### src/hw/rtl/tbp_pkg.sv
// Shared constants, types and helpers of the tournament branch predictor.
`default_nettype none

package tbp_pkg;

    // Table geometry
    localparam int GHIST_BITS    = 9;
    localparam int LHIST_BITS    = 10;
    localparam int PC_INDEX_BITS = 10;

    localparam int GHIST_SIZE = 1 << GHIST_BITS;
    localparam int LHIST_SIZE = 1 << LHIST_BITS;
    localparam int PCIDX_SIZE = 1 << PC_INDEX_BITS;

    // Sweep index covers the deepest table
    localparam int CLR_BITS =
        (PC_INDEX_BITS > LHIST_BITS) ?
            ((PC_INDEX_BITS > GHIST_BITS) ? PC_INDEX_BITS : GHIST_BITS) :
            ((LHIST_BITS > GHIST_BITS) ? LHIST_BITS : GHIST_BITS);

    // Two-bit saturating counter codes
    localparam logic [1:0] CTR_MAX         = 2'd3;
    localparam logic [1:0] CTR_MIN         = 2'd0;
    localparam logic [1:0] CTR_WEAK_NT     = 2'd1;
    localparam logic [1:0] CTR_WEAK_GLOBAL = 2'd2;

    // Input and result queues (depth must be a power of two)
    localparam int Q_DEPTH    = 2;
    localparam int Q_PTR_BITS = $clog2(Q_DEPTH);
    localparam int Q_CNT_BITS = $clog2(Q_DEPTH + 1);

    // Decoded item handed from the front end to the engine
    typedef struct packed {
        logic                     train;
        logic [PC_INDEX_BITS-1:0] pc_idx;
        logic                     taken;
    } cmd_t;

    typedef struct packed {
        logic valid;
        cmd_t cmd;
    } fe_cmd_t;

    // Engine sequencer
    typedef enum logic [1:0] {
        ST_CLEAR,
        ST_IDLE,
        ST_LOOKUP,
        ST_UPDATE
    } eng_state_t;

    // One saturating step of a two-bit counter
    function automatic logic [1:0] sat_step(input logic [1:0] ctr, input logic up);
        logic [1:0] res;
        if (up) begin
            res = (ctr == CTR_MAX) ? CTR_MAX : ctr + 2'd1;
        end
        else begin
            res = (ctr == CTR_MIN) ? CTR_MIN : ctr - 2'd1;
        end
        return res;
    endfunction

endpackage

`default_nettype wire

### src/hw/rtl/tbp_res_q.sv
// Result queue: holds predictions until the receiver pops them.
`default_nettype none

module tbp_res_q
    import tbp_pkg::*;
(
    input  wire logic clk,
    input  wire logic rst_n,
    input  wire logic res_push,
    input  wire logic res_taken,
    output logic      res_full,
    output logic      empty,
    input  wire logic pop,
    output logic      predict_taken
);

    logic                  q_reg [Q_DEPTH];
    logic [Q_PTR_BITS-1:0] wr_ptr_reg, wr_ptr_next;
    logic [Q_PTR_BITS-1:0] rd_ptr_reg, rd_ptr_next;
    logic [Q_CNT_BITS-1:0] cnt_reg, cnt_next;
    logic                  take;

    assign res_full = (cnt_reg == Q_CNT_BITS'(Q_DEPTH));
    assign empty    = (cnt_reg == '0);
    assign take     = pop && !empty;

    // Pointer and fill bookkeeping
    always_comb
    begin
        wr_ptr_next = res_push ? wr_ptr_reg + 1'b1 : wr_ptr_reg;
        rd_ptr_next = take ? rd_ptr_reg + 1'b1 : rd_ptr_reg;
        cnt_next    = cnt_reg + Q_CNT_BITS'(res_push) - Q_CNT_BITS'(take);
    end

    always_ff @(posedge clk or negedge rst_n)
    begin
        if (!rst_n)
        begin
            wr_ptr_reg <= '0;
            rd_ptr_reg <= '0;
            cnt_reg    <= '0;
        end
        else
        begin
            wr_ptr_reg <= wr_ptr_next;
            rd_ptr_reg <= rd_ptr_next;
            cnt_reg    <= cnt_next;
        end
    end

    // Storage
    always_ff @(posedge clk)
    begin
        if (res_push)
        begin
            q_reg[wr_ptr_reg] <= res_taken;
        end
    end

    assign predict_taken = q_reg[rd_ptr_reg];

endmodule

`default_nettype wire

### config.mk
export PLATFORM = sky130hd
export DESIGN_NAME = tbp_res_q
export DESIGN_NICKNAME = d
export VERILOG_FILES = /design/src/hw/rtl/tbp_pkg.sv /design/src/hw/rtl/tbp_res_q.sv
export SDC_FILE = /design/constraint.sdc
export NUM_CORES = 1
export LEC_CHECK = 0
export BUFFER_PORTS_ARGS = -buffer_cell sky130_fd_sc_hd__buf_2
export CAP_MARGIN = 20
export CORE_AREA = 2 2 39 41
export CTS_BUF_LIST = sky130_fd_sc_hd__clkbuf_8 sky130_fd_sc_hd__clkbuf_16
export DETAILED_ROUTE_END_ITERATION = 8
export DIE_AREA = 0 0 41 43
export PLACE_DENSITY = 0.44
export REMOVE_ABC_BUFFERS = 1
export SYNTH_ARGS = -nofsm -noshare
export SYNTH_HDL_FRONTEND = slang
export SYNTH_SLANG_ARGS = --single-unit
### constraint.sdc
create_clock -name clk -period 1.4 [get_ports clk]
set_input_delay 0.07 -clock clk [delete_from_list [all_inputs] [get_ports clk]]
set_output_delay 0.07 -clock clk [all_outputs]
set_load 0.03 [all_outputs]
======== Word level (Yosys, flattened, before mapping) ========
Memories as Yosys holds them, arrays and structs flattened.
Cells that the tools add are included.
word-level totals
  memories kept ........................... 1
  word-level logic and storage cells ...... 14
  memory bits (writable) .................. 2
  bits in registers ....................... 4
operators by class
  reduce and logical (&&, ||, !) cells .... 3
  add/subtract/negate cells ............... 4
  multiplexer cells ....................... 2
  equal/unequal tests ..................... 1
memories
  name   depth  width  rd ports  clocked after memory_dff  wr ports  line             text
  q_reg  2      1      1         0                         1         tbp_res_q.sv:17  logic q_reg [Q_DEPTH];
operator list
  operator                                     number
  1-bit adder, second input constant           2
  2-bit by 1-bit adder with 2-bit output       1
  2-bit equality test, second input constant   1
  2-bit logical NOT                            1
  1-bit 2-to-1 mux                             2
  2-bit by 1-bit subtractor with 2-bit output  1
  1-bit logical AND                            1
  1-bit logical NOT                            1

======== Longest topological paths before layout ========
  depth after elaboration ................. 4
  depth in mapped cells ................... 6

======== Worst setup path after synthesis ========
Ideal clock, no wire load.
  path kind ............................... register -> register
  start point ............................. register cnt_reg[1]
  end point ............................... register cnt_reg[1]
  period minus slack after synthesis ...... 1.459 ns
  stages on the path, launching flop included .. 7
  path buffers ............................ 0
  data required time ...................... 1.277 ns
  arrival time ............................ 1.336 ns
  slack ................................... -0.059 ns
  path through ............................ dfrtp_1 o21a_2 ha_1 inv_1 ha_1 xnor2_1 xnor2_1
on the way
  word-level cells in the longest chain between the ends .. 4
  elaborated cells on any way between the ends .. 5
  classes of those cells .................. 2 x add/sub; 3 x reduce/logical
ends and longest elaborated chain
  element                                      line             text
  start, declared                              tbp_res_q.sv:20  logic [Q_CNT_BITS-1:0] cnt_reg, cnt_next;
  start signal, assigned                       tbp_res_q.sv:47  cnt_reg <= cnt_next;
  2-bit logical NOT                            tbp_res_q.sv:24  assign empty = (cnt_reg == '0);
  1-bit logical NOT                            tbp_res_q.sv:25  assign take = pop && !empty;
  1-bit logical AND                            tbp_res_q.sv:25
  net take                                     tbp_res_q.sv:21  logic take;
  2-bit by 1-bit subtractor with 2-bit output  tbp_res_q.sv:32  cnt_next = cnt_reg + Q_CNT_BITS'(res_push) - Q_CNT_BITS'(take);
  net cnt_next[1]                              tbp_res_q.sv:20
The timed path passes the listed nets, and every way through them passes these cells.
A chain may end at the register's enable or synchronous reset.

======== Final worst setup path ========
Ends and elaborated chain as after synthesis.

==> summary.txt <==
Outcome
  – Outcome: finished, violations left
  – Failing checks: setup timing

Place
  – IO Port Bufs: 7
  – GP Congestion: slightly below 0.7
  – Hpwl dp: around 380 um

Synthesis
  – Post-synth EDFFs: 2
  – Synth Cell Area: about 280 um2
  – Yosys warnings: 0
  – Mean Syn Cell Area: ~14 um2
  – Post-synthesis mux area share: under 10%
  – Asr flop ratio synth: about two thirds
  – Largest family of logic cells by synthesized area: XOR/XNOR gates
  – Simple-gate portion of the synthesized area: 8.11%
  – Dominant synthesized flop cell: dfrtp_1
  – Post-synthesis compound-gate area fraction: between 3 and 4%
  – Adder-Cell Fraction of Synth Area: 9.01%
  – Post-synthesis xor/xnor area fraction: 15.3%
  – Synth top area share: between 30 and 40%
  – Synthesized flop and latch total: 6
  – Yosys cell types: 12
  – Synth area leaders: dfrtp_1 (36%), edfxtp_1 (22%), ha_1 (9.0%), xnor2_1 (6.3%), xor2_2 (5.9%)
  – Leading area contributor after synthesis: dfrtp_1
  – Sequential-to-total area share from yosys stat: between 50% and 60%
  – Count leader, synth: dfrtp_1
  – Gate Count Post-Synth: 20

STA
  – Period utilization: 102%
  – Worst setup margin: -0.0323 ns
  – RSZ-0062 raised after global routing: true
  – Layout Skew: roughly 0.00015 ns
  – # setup viols final: 1
  – Fin. max-slew vios: 0
  – Max Freq: 0.698 GHz
  – Setup TNS: -0.0323 ns
  – Worst-Margin Slew: 0.156 ns
  – Period minus WS final: approximately 1.4 ns
  – Hold WS: 0.0349 ns
  – Final Hold Fails: 0
  – Max_slew headroom: approximately nine tenths

Route
  – Drt wl/cell: approximately 9.8 um
  – Detail Route Antenna Nets: 0
  – Via count: roughly 190
  – Routed Wire Length: 517 um
  – Vias per inst: about 3.6
  – DR DRC count: 0
  – Initial DRC Count: 1
  – First-pass DRT Iterations: 2

GRT
  – Grt ovf: 0
  – GRT Total Usage: 6.98%
  – Vias in the first global route: 177
  – Largest net degree at the start of global routing: 5
  – Initial antenna violation count: 0
  – First-pass GRT wire length: between 700 and 800 um

Worst setup path
  – WP data arrival: approximately 1.5 ns
  – Crit. End Element: flop
  – Critical path start-end classification: reg -> reg
  – CP Max Fanout: 2
  – Crit path top cell by count: ha_4
  – Critical Path, Cell by Cell: o21a_2 > ha_4 > inv_2 > ha_4 > xnor2_2 > xnor2_1
  – WP data required: 1.50 ns
  – RR Endpoint: cnt_reg[1]
  – Worst r2r path cells: 6
  – Delay-heaviest family, CP: adder cells
  – R2R setup slack: -0.03 ns
  – CP peak stage delay: approximately 0.37 ns
  – Setup crit start: cnt_reg[1]
  – Bufs and invs on worst path: 1
  – Crit path max-delay cell type: dfrtp_1
  – Crit Reg-Reg Startpoint: cnt_reg[1]
  – Crit start category: flop

Floorplanning
  – Horiz. Die Dim: between 40 and 50 um
  – Die span in y: 43 um
  – Core ar.: approximately 1400 um2
  – Die area: about 1800 um2
  – FP Rows: 14
  – Initial Util: 20.1%
  – I/O pin total: 8

Power
  – VDD IR-drop max: 0.000833 V
  – Pwr/cell area: 2440 nW/um2
  – Leakage: ~0.21 nW

Min path
  – WHS Path Cells: 1
  – Min-Delay Path Class: in -> reg
  – Min-delay src: res_taken
  – Worst Hold Path EP: q_reg[1]

Cells and area
  – Register Area: between 150 and 200 um2
  – Area grow syn2layout: 64.9%
  – Filler instances: roughly 140
  – # nets final: 45
  – Multi-input gate area: between 100 and 150 um2
  – Share of cells above drive strength 1: 56.8%
  – # diodes: 0

Job
  – Max_cap viols: 0

CTS
  – Clock Latency Late Sink: 0.22 ns
  – Clock Path Buffers: 2
  – H-tree depth: 1
  – Clk sinks: 6
  – CTS tree: done
  – Clk root buf: clkbuf_8
  – Clock transition at path regs: approximately 0.04 ns
  – Total clock buffers created by CTS: 3
==> where the power goes <==
| part | switching (mW) | internal, mW |
|---|---|---|
| Combinational | 0.263 | 0.277 |
| Sequential | 0.0509 | 0.260 |
| Clock | 0.0777 | 0.189 |
==> worst reg2reg max path, delay by kind of cell, from the launching register on <==
kind            cells  cell delay [ns]
fa+ha+maj           2             0.41
flops               1             0.37
xor+xnor            2             0.26
compound gates      1             0.24
buf+inv             1             0.04
==> layer usage <==
layer / up-vias / part of all wire (%) / track usage, %
met2: 4 / 52 / 8.13
met4: 0 / 0 / 8.00
met3: 0 / 5.4 / 3.14
met5: - / 0 / 0
met1: 88 / 42 / 8.25
li1: 97 / - / -
==> cells by family after synthesis <==
| family | Yosys count |
|---|---|
| DFF | 6 |
| adders and majority gates | 2 |
| muxes | 1 |
| AOI/OAI and AO/OA | 1 |
| and+or+nand+nor | 4 |
| xor gates and xnor gates | 4 |
| buffers and inverters | 2 |
==> cells in the final DEF, fill, tap and decap left out <==
master / n
o21a_2: 1
inv_1: 2
nor2b_1: 2
clkbuf_8: 3
xor2_2: 1
nor2_1: 1
dlygate4sd3_1: 1
mux2_1: 1
xnor2_2: 1
xor2_1: 1
and2_1: 1
dfrtp_1: 4
edfxtp_1: 2
buf_4: 5
inv_2: 1
ha_4: 2
xnor2_1: 1
buf_2: 7
==> what timing repair did <==
action | in CTS | in global routing
pin swaps | 4 | 3
gates resized for setup | 5 | 0
hold buffers | 1 | 0
setup endpoints to repair | 1 | 1
setup buffers | 0 | 2
hold endpoints to repair | 4 | 0
==> worst max-delay path by stage <==
stage,endpoint,depth (start not counted)
floorplan,cnt_reg[1],6
finish,cnt_reg[1],6
CTS,cnt_reg[1],6
global route,cnt_reg[1],6
global placement,cnt_reg[1],6
detailed placement,cnt_reg[1],6
==> per-stage QoR <==
stage / cells / total power, mW / setup WS [ns] / area (um2) / utilization, %
after global placement: 46 / 0.710 / -0.0239 / 355 / 25.7
after floorplan: 20 / 0.586 / -0.0585 / 278 / -
after detailed placement: 46 / 0.729 / -0.0529 / 355 / 25.7
after global routing: 53 / 1.18 / -0.0582 / 458 / 33.1
final: 53 / 1.12 / -0.0323 / 458 / 33.1
after CTS: 51 / 1.09 / -0.0289 / 443 / 32.0
==> final cells by class <==
class                   instances  area share, %
clock buffers                   3           9.02
repair buffers                 13           18.0
clock inverters                 1          0.820
inverters                       2           1.64
multi-input cells              12           31.1
well taps                      16           4.37
flip-flops and latches          6           35.0
No activity file was read; power rests on OpenSTA's default activity.
