## src/hw/rtl/tbp_pkg.sv

```systemverilog
// Shared constants, types and helpers of the tournament branch predictor.
`default_nettype none

package tbp_pkg;

    // Table geometry
    localparam int GHIST_BITS    = 9;
    localparam int LHIST_BITS    = 10;
    localparam int PC_INDEX_BITS = 10;

    localparam int GHIST_SIZE = 1 << GHIST_BITS;
    localparam int LHIST_SIZE = 1 << LHIST_BITS;
    localparam int PCIDX_SIZE = 1 << PC_INDEX_BITS;

    // Sweep index covers the deepest table
    localparam int CLR_BITS =
        (PC_INDEX_BITS > LHIST_BITS) ?
            ((PC_INDEX_BITS > GHIST_BITS) ? PC_INDEX_BITS : GHIST_BITS) :
            ((LHIST_BITS > GHIST_BITS) ? LHIST_BITS : GHIST_BITS);

    // Two-bit saturating counter codes
    localparam logic [1:0] CTR_MAX         = 2'd3;
    localparam logic [1:0] CTR_MIN         = 2'd0;
    localparam logic [1:0] CTR_WEAK_NT     = 2'd1;
    localparam logic [1:0] CTR_WEAK_GLOBAL = 2'd2;

    // Input and result queues (depth must be a power of two)
    localparam int Q_DEPTH    = 2;
    localparam int Q_PTR_BITS = $clog2(Q_DEPTH);
    localparam int Q_CNT_BITS = $clog2(Q_DEPTH + 1);

    // Decoded item handed from the front end to the engine
    typedef struct packed {
        logic                     train;
        logic [PC_INDEX_BITS-1:0] pc_idx;
        logic                     taken;
    } cmd_t;

    typedef struct packed {
        logic valid;
        cmd_t cmd;
    } fe_cmd_t;

    // Engine sequencer
    typedef enum logic [1:0] {
        ST_CLEAR,
        ST_IDLE,
        ST_LOOKUP,
        ST_UPDATE
    } eng_state_t;

    // One saturating step of a two-bit counter
    function automatic logic [1:0] sat_step(input logic [1:0] ctr, input logic up);
        logic [1:0] res;
        if (up) begin
            res = (ctr == CTR_MAX) ? CTR_MAX : ctr + 2'd1;
        end
        else begin
            res = (ctr == CTR_MIN) ? CTR_MIN : ctr - 2'd1;
        end
        return res;
    endfunction

endpackage

`default_nettype wire

```

## src/hw/rtl/tbp_front.sv

```systemverilog
// Front end: accepts items, decodes them and buffers them for the engine.
`default_nettype none

module tbp_front
    import tbp_pkg::*;
(
    input  wire logic        clk,
    input  wire logic        rst_n,
    input  wire logic        push,
    output logic             full,
    input  wire logic        mode,
    input  wire logic [31:0] pc,
    input  wire logic        outcome,
    input  wire logic        clearing,
    output fe_cmd_t          cmd_out,
    input  wire logic        cmd_ready
);

    cmd_t                  q_reg [Q_DEPTH];
    logic [Q_PTR_BITS-1:0] wr_ptr_reg, wr_ptr_next;
    logic [Q_PTR_BITS-1:0] rd_ptr_reg, rd_ptr_next;
    logic [Q_CNT_BITS-1:0] cnt_reg, cnt_next;
    logic                  accept;
    logic                  take;
    cmd_t                  decoded;

    // No items while the tables are being swept
    assign full   = (cnt_reg == Q_CNT_BITS'(Q_DEPTH)) || clearing;
    assign accept = push && !full;
    assign take   = cmd_ready && cmd_out.valid;

    // Classify: keep index bits only, outcome matters only for training
    always_comb
    begin
        decoded.train  = mode;
        decoded.pc_idx = pc[PC_INDEX_BITS-1:0];
        decoded.taken  = outcome & mode;
    end

    // Pointer and fill bookkeeping
    always_comb
    begin
        wr_ptr_next = accept ? wr_ptr_reg + 1'b1 : wr_ptr_reg;
        rd_ptr_next = take ? rd_ptr_reg + 1'b1 : rd_ptr_reg;
        cnt_next    = cnt_reg + Q_CNT_BITS'(accept) - Q_CNT_BITS'(take);
    end

    always_ff @(posedge clk or negedge rst_n)
    begin
        if (!rst_n)
        begin
            wr_ptr_reg <= '0;
            rd_ptr_reg <= '0;
            cnt_reg    <= '0;
        end
        else
        begin
            wr_ptr_reg <= wr_ptr_next;
            rd_ptr_reg <= rd_ptr_next;
            cnt_reg    <= cnt_next;
        end
    end

    // Storage
    always_ff @(posedge clk)
    begin
        if (accept)
        begin
            q_reg[wr_ptr_reg] <= decoded;
        end
    end

    assign cmd_out.valid = (cnt_reg != '0);
    assign cmd_out.cmd   = q_reg[rd_ptr_reg];

endmodule

`default_nettype wire

```

## config.mk

```make
export PLATFORM = sky130hd
export DESIGN_NAME = tbp_front
export DESIGN_NICKNAME = d
export VERILOG_FILES = /design/src/hw/rtl/tbp_pkg.sv /design/src/hw/rtl/tbp_front.sv
export SDC_FILE = /design/constraint.sdc
export NUM_CORES = 1
export LEC_CHECK = 0
export BUFFER_PORTS_ARGS = -buffer_cell sky130_fd_sc_hd__buf_2
export CORE_ASPECT_RATIO = 0.6
export CORE_MARGIN = 4
export CORE_UTILIZATION = 30
export DETAILED_ROUTE_END_ITERATION = 8
export PLACE_DENSITY = 0.56
export SLEW_MARGIN = 15
export SYNTH_ARGS = -nofsm -noshare
export SYNTH_HDL_FRONTEND = slang
export SYNTH_SLANG_ARGS = --single-unit
```

## constraint.sdc

```tcl
create_clock -name clk -period 1.9 [get_ports clk]
set_input_delay 0.38 -clock clk [delete_from_list [all_inputs] [get_ports clk]]
set_output_delay 0.38 -clock clk [all_outputs]
set_load 0.005 [all_outputs]
```

Word-level counts from Yosys, hierarchy flattened
Memory sizes are Yosys's and may differ from the RTL's.
Cells that the tools add are included.
W data, S select, Z words.
{"block": "classes", "n_addsub": 4, "n_mux": 2, "mul": 0, "div": 0, "n_shift": 0, "order_cmp": 0, "n_reduce_logical": 5, "n_bitwise": 1, "eq_ne": 1}
{"operator": "$add A1 B1 Y1 const B", "n": 2}
{"operator": "$add A2 B1 Y2", "n": 1}
{"operator": "$eq A2 B2 Y1 const B", "n": 1}
{"operator": "$logic_and A1 B1 Y1", "n": 2}
{"operator": "$mux W1", "n": 2}
{"operator": "$reduce_bool A2 Y1", "n": 1}
{"operator": "$sub A2 B1 Y2", "n": 1}
{"operator": "$and A1 B1 Y1", "n": 1}
{"operator": "$logic_not A1 Y1", "n": 1}
{"operator": "$logic_or A1 B1 Y1", "n": 1}
{"block": "word_totals", "mem_bits_rw": 24, "mem_bits_ro": 0, "elab_cells": 17, "output_inout_bits": 14, "reg_bits": 4, "latchBits": 0, "in_bits": 39, "n_memories": 1}
{"memory": "q_reg", "depth": 2, "word_bits": 12, "rd": 1, "rd_ports_with_merged_regs": 0, "wr": 1, "line_no": "tbp_front.sv:19", "source": "cmd_t q_reg [Q_DEPTH];"}

Logic depth before layout (Yosys ltp)
{"block": "depth", "depth_word": 6, "depth_mapped": 7}

Least setup slack after synthesis
No wires, ideal clock.
{"block": "synth_path", "kind": "register -> register", "start": "register cnt_reg[1]", "end": "register cnt_reg[1]", "arrival_time_ps": 1499, "period_less_slack_ps": 1621, "setup_ps": 123, "n_path_buf": 0, "path_slack_ps": 279, "path_stages_with_launch": 8, "t_required_ps": 1777, "cell_sequence": "dfrtp_1 or2_4 and2_4 ha_1 inv_1 ha_1 xnor2_1 xnor2_1"}
{"element": "start: declaration", "line_no": "tbp_front.sv:22", "source": "logic [Q_CNT_BITS-1:0] cnt_reg, cnt_next;"}
{"element": "start signal: assignment", "line_no": "tbp_front.sv:60", "source": "cnt_reg <= cnt_next;"}

==> impl_metrics.env <==
export IMPL_status="finished, final reports clean"
export IMPL_synth_top_cell_by_area="edfxtp_1"
export IMPL_synth_edf_count=24
export IMPL_grt_max_degree=16
export IMPL_pwr_share_comb_pct=30.6
export IMPL_cts_root_buffer="clkbuf_8"
export IMPL_track_usage_pct=8.168
export IMPL_dpl_cell_area_sq_um=1304
export IMPL_yosys_area_share_simple_pct=4.740
export IMPL_tritoncts="built"
export IMPL_antenna_cells=0
export IMPL_synth_mux_area_share_pct=12.49
export IMPL_synth_seq_cells=28
export IMPL_synth_xor_area_share_pct=3.237
export IMPL_drive_above_1_share_pct=54.26
export IMPL_drt_wirelength_per_cell_um=12.49
export IMPL_timing_fmax_mhz=566.2
export IMPL_coreArea_sq_um=3363
export IMPL_preCtsSetupSlack_ns=0.2279
export IMPL_yosysTopAreaCellShare_pct=66.59
export IMPL_yosysMostFrequentCell="edfxtp_1"
export IMPL_tns_ns=0
export IMPL_ys_seq_area_share_pct=75.84
export IMPL_areaGrowthSynthToFinish_pct=25.66
export IMPL_ys_warn_count=0
export IMPL_synth_top_family_by_area="multiplexers"
export IMPL_final_setup_viol_count=0
export IMPL_clockBufferDepth=2
export IMPL_num_rows=16
export IMPL_critPathLaunchType="register"
export IMPL_hold_viol=0
export IMPL_tightestPinTransition_ns=0.1843
export IMPL_design_area_sq_um=1360
export IMPL_powerDensity_nw_per_um2=1241
export IMPL_synth_compound_area_share_pct=0
export IMPL_sequentialPowerShare_pct=50.5
export IMPL_die_h_um=54.53
export IMPL_hold_class="in -> reg"
export IMPL_drtAntennaViolNets=0
export IMPL_htree_num_levels=1
export IMPL_fin_skew_ns=0.001146
export IMPL_cp_required_ns=1.52
export IMPL_start_util_pct=32.18
export IMPL_yosys_area_share_adder_pct=2.312
export IMPL_rsz0062_at_grt="false"
export IMPL_die_w_um=85.54
export IMPL_path_clk_slew_ns=0.09
export IMPL_arrival_ns=1.39
export IMPL_maxCapViolCount=0
export IMPL_vias=592
export IMPL_power_w=0.001687
export IMPL_p_sw_share_pct=26.99
export IMPL_synthTopCellsByArea="edfxtp_1, mux2_2, dfrtp_1"
export IMPL_numPlacedInstances=134
export IMPL_period_minus_slack_ns=1.766
export IMPL_dp_hpwl_um=1270
export IMPL_critPathKind="reg -> out"
export IMPL_grt_pass1_wl_um=2808
export IMPL_routabilityCongestion=0.6583
export IMPL_p_leak_nw=0.5313
export IMPL_syn_inst=57
export IMPL_power_switching_w=0.0004554
export IMPL_syn_cell_area_sq_um=1082
export IMPL_viasPerCell=4.259
export IMPL_drtIter0Drc=26
export IMPL_clock_sinks=28
export IMPL_finalNonFillerCells=139
export IMPL_report_final_slew_viol_count=0
export IMPL_boundaryPins=53
export IMPL_drt_wl_total_um=1736
export IMPL_fin_crit_sh_pct=92.95
export IMPL_clkPwrFrac_pct=18.9
export IMPL_syn_avg_cell_area_sq_um=18.99
export IMPL_first_global_vias=586
export IMPL_hold_path_depth=1
export IMPL_drcViolationCount=0
export IMPL_worst_slew_margin_rel_pct=87.67
export IMPL_synthTopCellsByCount="edfxtp_1, mux2_2, dfrtp_1"
export IMPL_postCtsSetupRepairBufs=0
export IMPL_cts_buffers=3
export IMPL_ys_async_sr_fraction_pct=14.29
export IMPL_die_area_sq_um=4664
export IMPL_clk_latency_ns=0.27
export IMPL_p_int_w=0.001232
export IMPL_antenna_found_initial=0
export IMPL_r2r_cells=7
export IMPL_syn_nets=98
export IMPL_irDropWorstVdd_v=0.0006023
export IMPL_largest_reg_flops=24
export IMPL_firstDrtPassIters=2
export IMPL_grt_ovfl_total=0
export IMPL_cp_max_fo=8
export IMPL_nNetsFinal=136
export IMPL_end_kind="primary output"
export IMPL_ys_flop_type="edfxtp_1"
export IMPL_portBuffers=30
export IMPL_ys_types=14
export IMPL_setup_ws_ns=0.1339
[per-stage QoR]
stage	util (%)	hold slack, ns
final	40.44	0.2929
after CTS	40.40	0.2884
after global routing	40.44	0.2732
after floorplan	-	0.08441
after detailed placement	38.76	0.1906
after global placement	38.76	0.1918
[kinds of logic after synthesis]
kind of cell / after synthesis
and+or+nand+nor: 8
xor gates and xnor gates: 4
DFF: 28
buffers and inverters: 3
adders and majority gates: 2
muxes: 12
[final cells by class]
type | count | area [sq um]
Timing Repair Buffer | 34 | 182.7
Fill cell | 316 | 2003
Sequential cell | 28 | 822.0
Clock inverter | 1 | 3.754
Clock buffer | 3 | 41.29
Multi-Input combinational cell | 26 | 246.5
Tap cell | 45 | 56.30
Inverter | 2 | 7.507
[worst max-delay path, cell delays in order, from the launching register on]
cell     delay, ns
dfrtp_2       0.44
buf_4         0.21
mux2_2        0.34
buf_2         0.12
[worst paths after layout]
path	start	end	slack, ns
worst max-delay path	rd_ptr_reg$_DFFE_PN0P_	cmd_out[5]	0.13
worst min-delay path	pc[8]	q_reg[0][9]$_DFFE_PP_	0.29
worst max register to register	cnt_reg[1]$_DFF_PN0_	cnt_reg[1]$_DFF_PN0_	0.22
worst min register to register	cnt_reg[1]$_DFF_PN0_	cnt_reg[1]$_DFF_PN0_	0.51
max in group asynchronous	rst_n	rd_ptr_reg$_DFFE_PN0P_	1.34
min in group asynchronous	rst_n	wr_ptr_reg$_DFFE_PN0P_	0.43
[metal layers]
layer / vias up / GRT usage [%] / routed length (um)
li1: 283 / - / -
met1: 292 / 10.41 / 776
met2: 17 / 12.37 / 807
met3: 0 / 4.511 / 152
met4: 0 / 1.579 / 0
met5: - / 0 / 0
[cell usage in the layout (no fill, tap or decap), drive strengths merged]
cell         instances
buf                 33
edfxtp              24
mux2                12
dfrtp                4
xnor2                3
clkbuf               3
nand2b               2
inv                  2
nor2                 2
ha                   2
and2                 2
or2                  1
nand3b               1
xor2                 1
clkinv               1
dlygate4sd3          1
[power by group through the flow]
| stage | registers (W) | clock network, W | logic [W] |
|---|---|---|---|
| 2_1_floorplan | 0.000843 | 0 | 0.000345 |
| 5_1_grt | 0.000867 | 0.000365 | 0.000577 |
| 4_1_cts | 0.000852 | 0.000326 | 0.000529 |
| 6_report | 0.000852 | 0.000319 | 0.000517 |
| 3_3_place_gp | 0.000860 | 0 | 0.000517 |
| 3_5_place_dp | 0.000865 | 0 | 0.000525 |
[what timing repair did]
item,CTS,global route
hold buffers,1,0
endpoints found under the setup margin,0,8
gates resized for setup,0,1
hold endpoints to repair,4,0
Note: power is estimated with default switching activity, not from simulation.
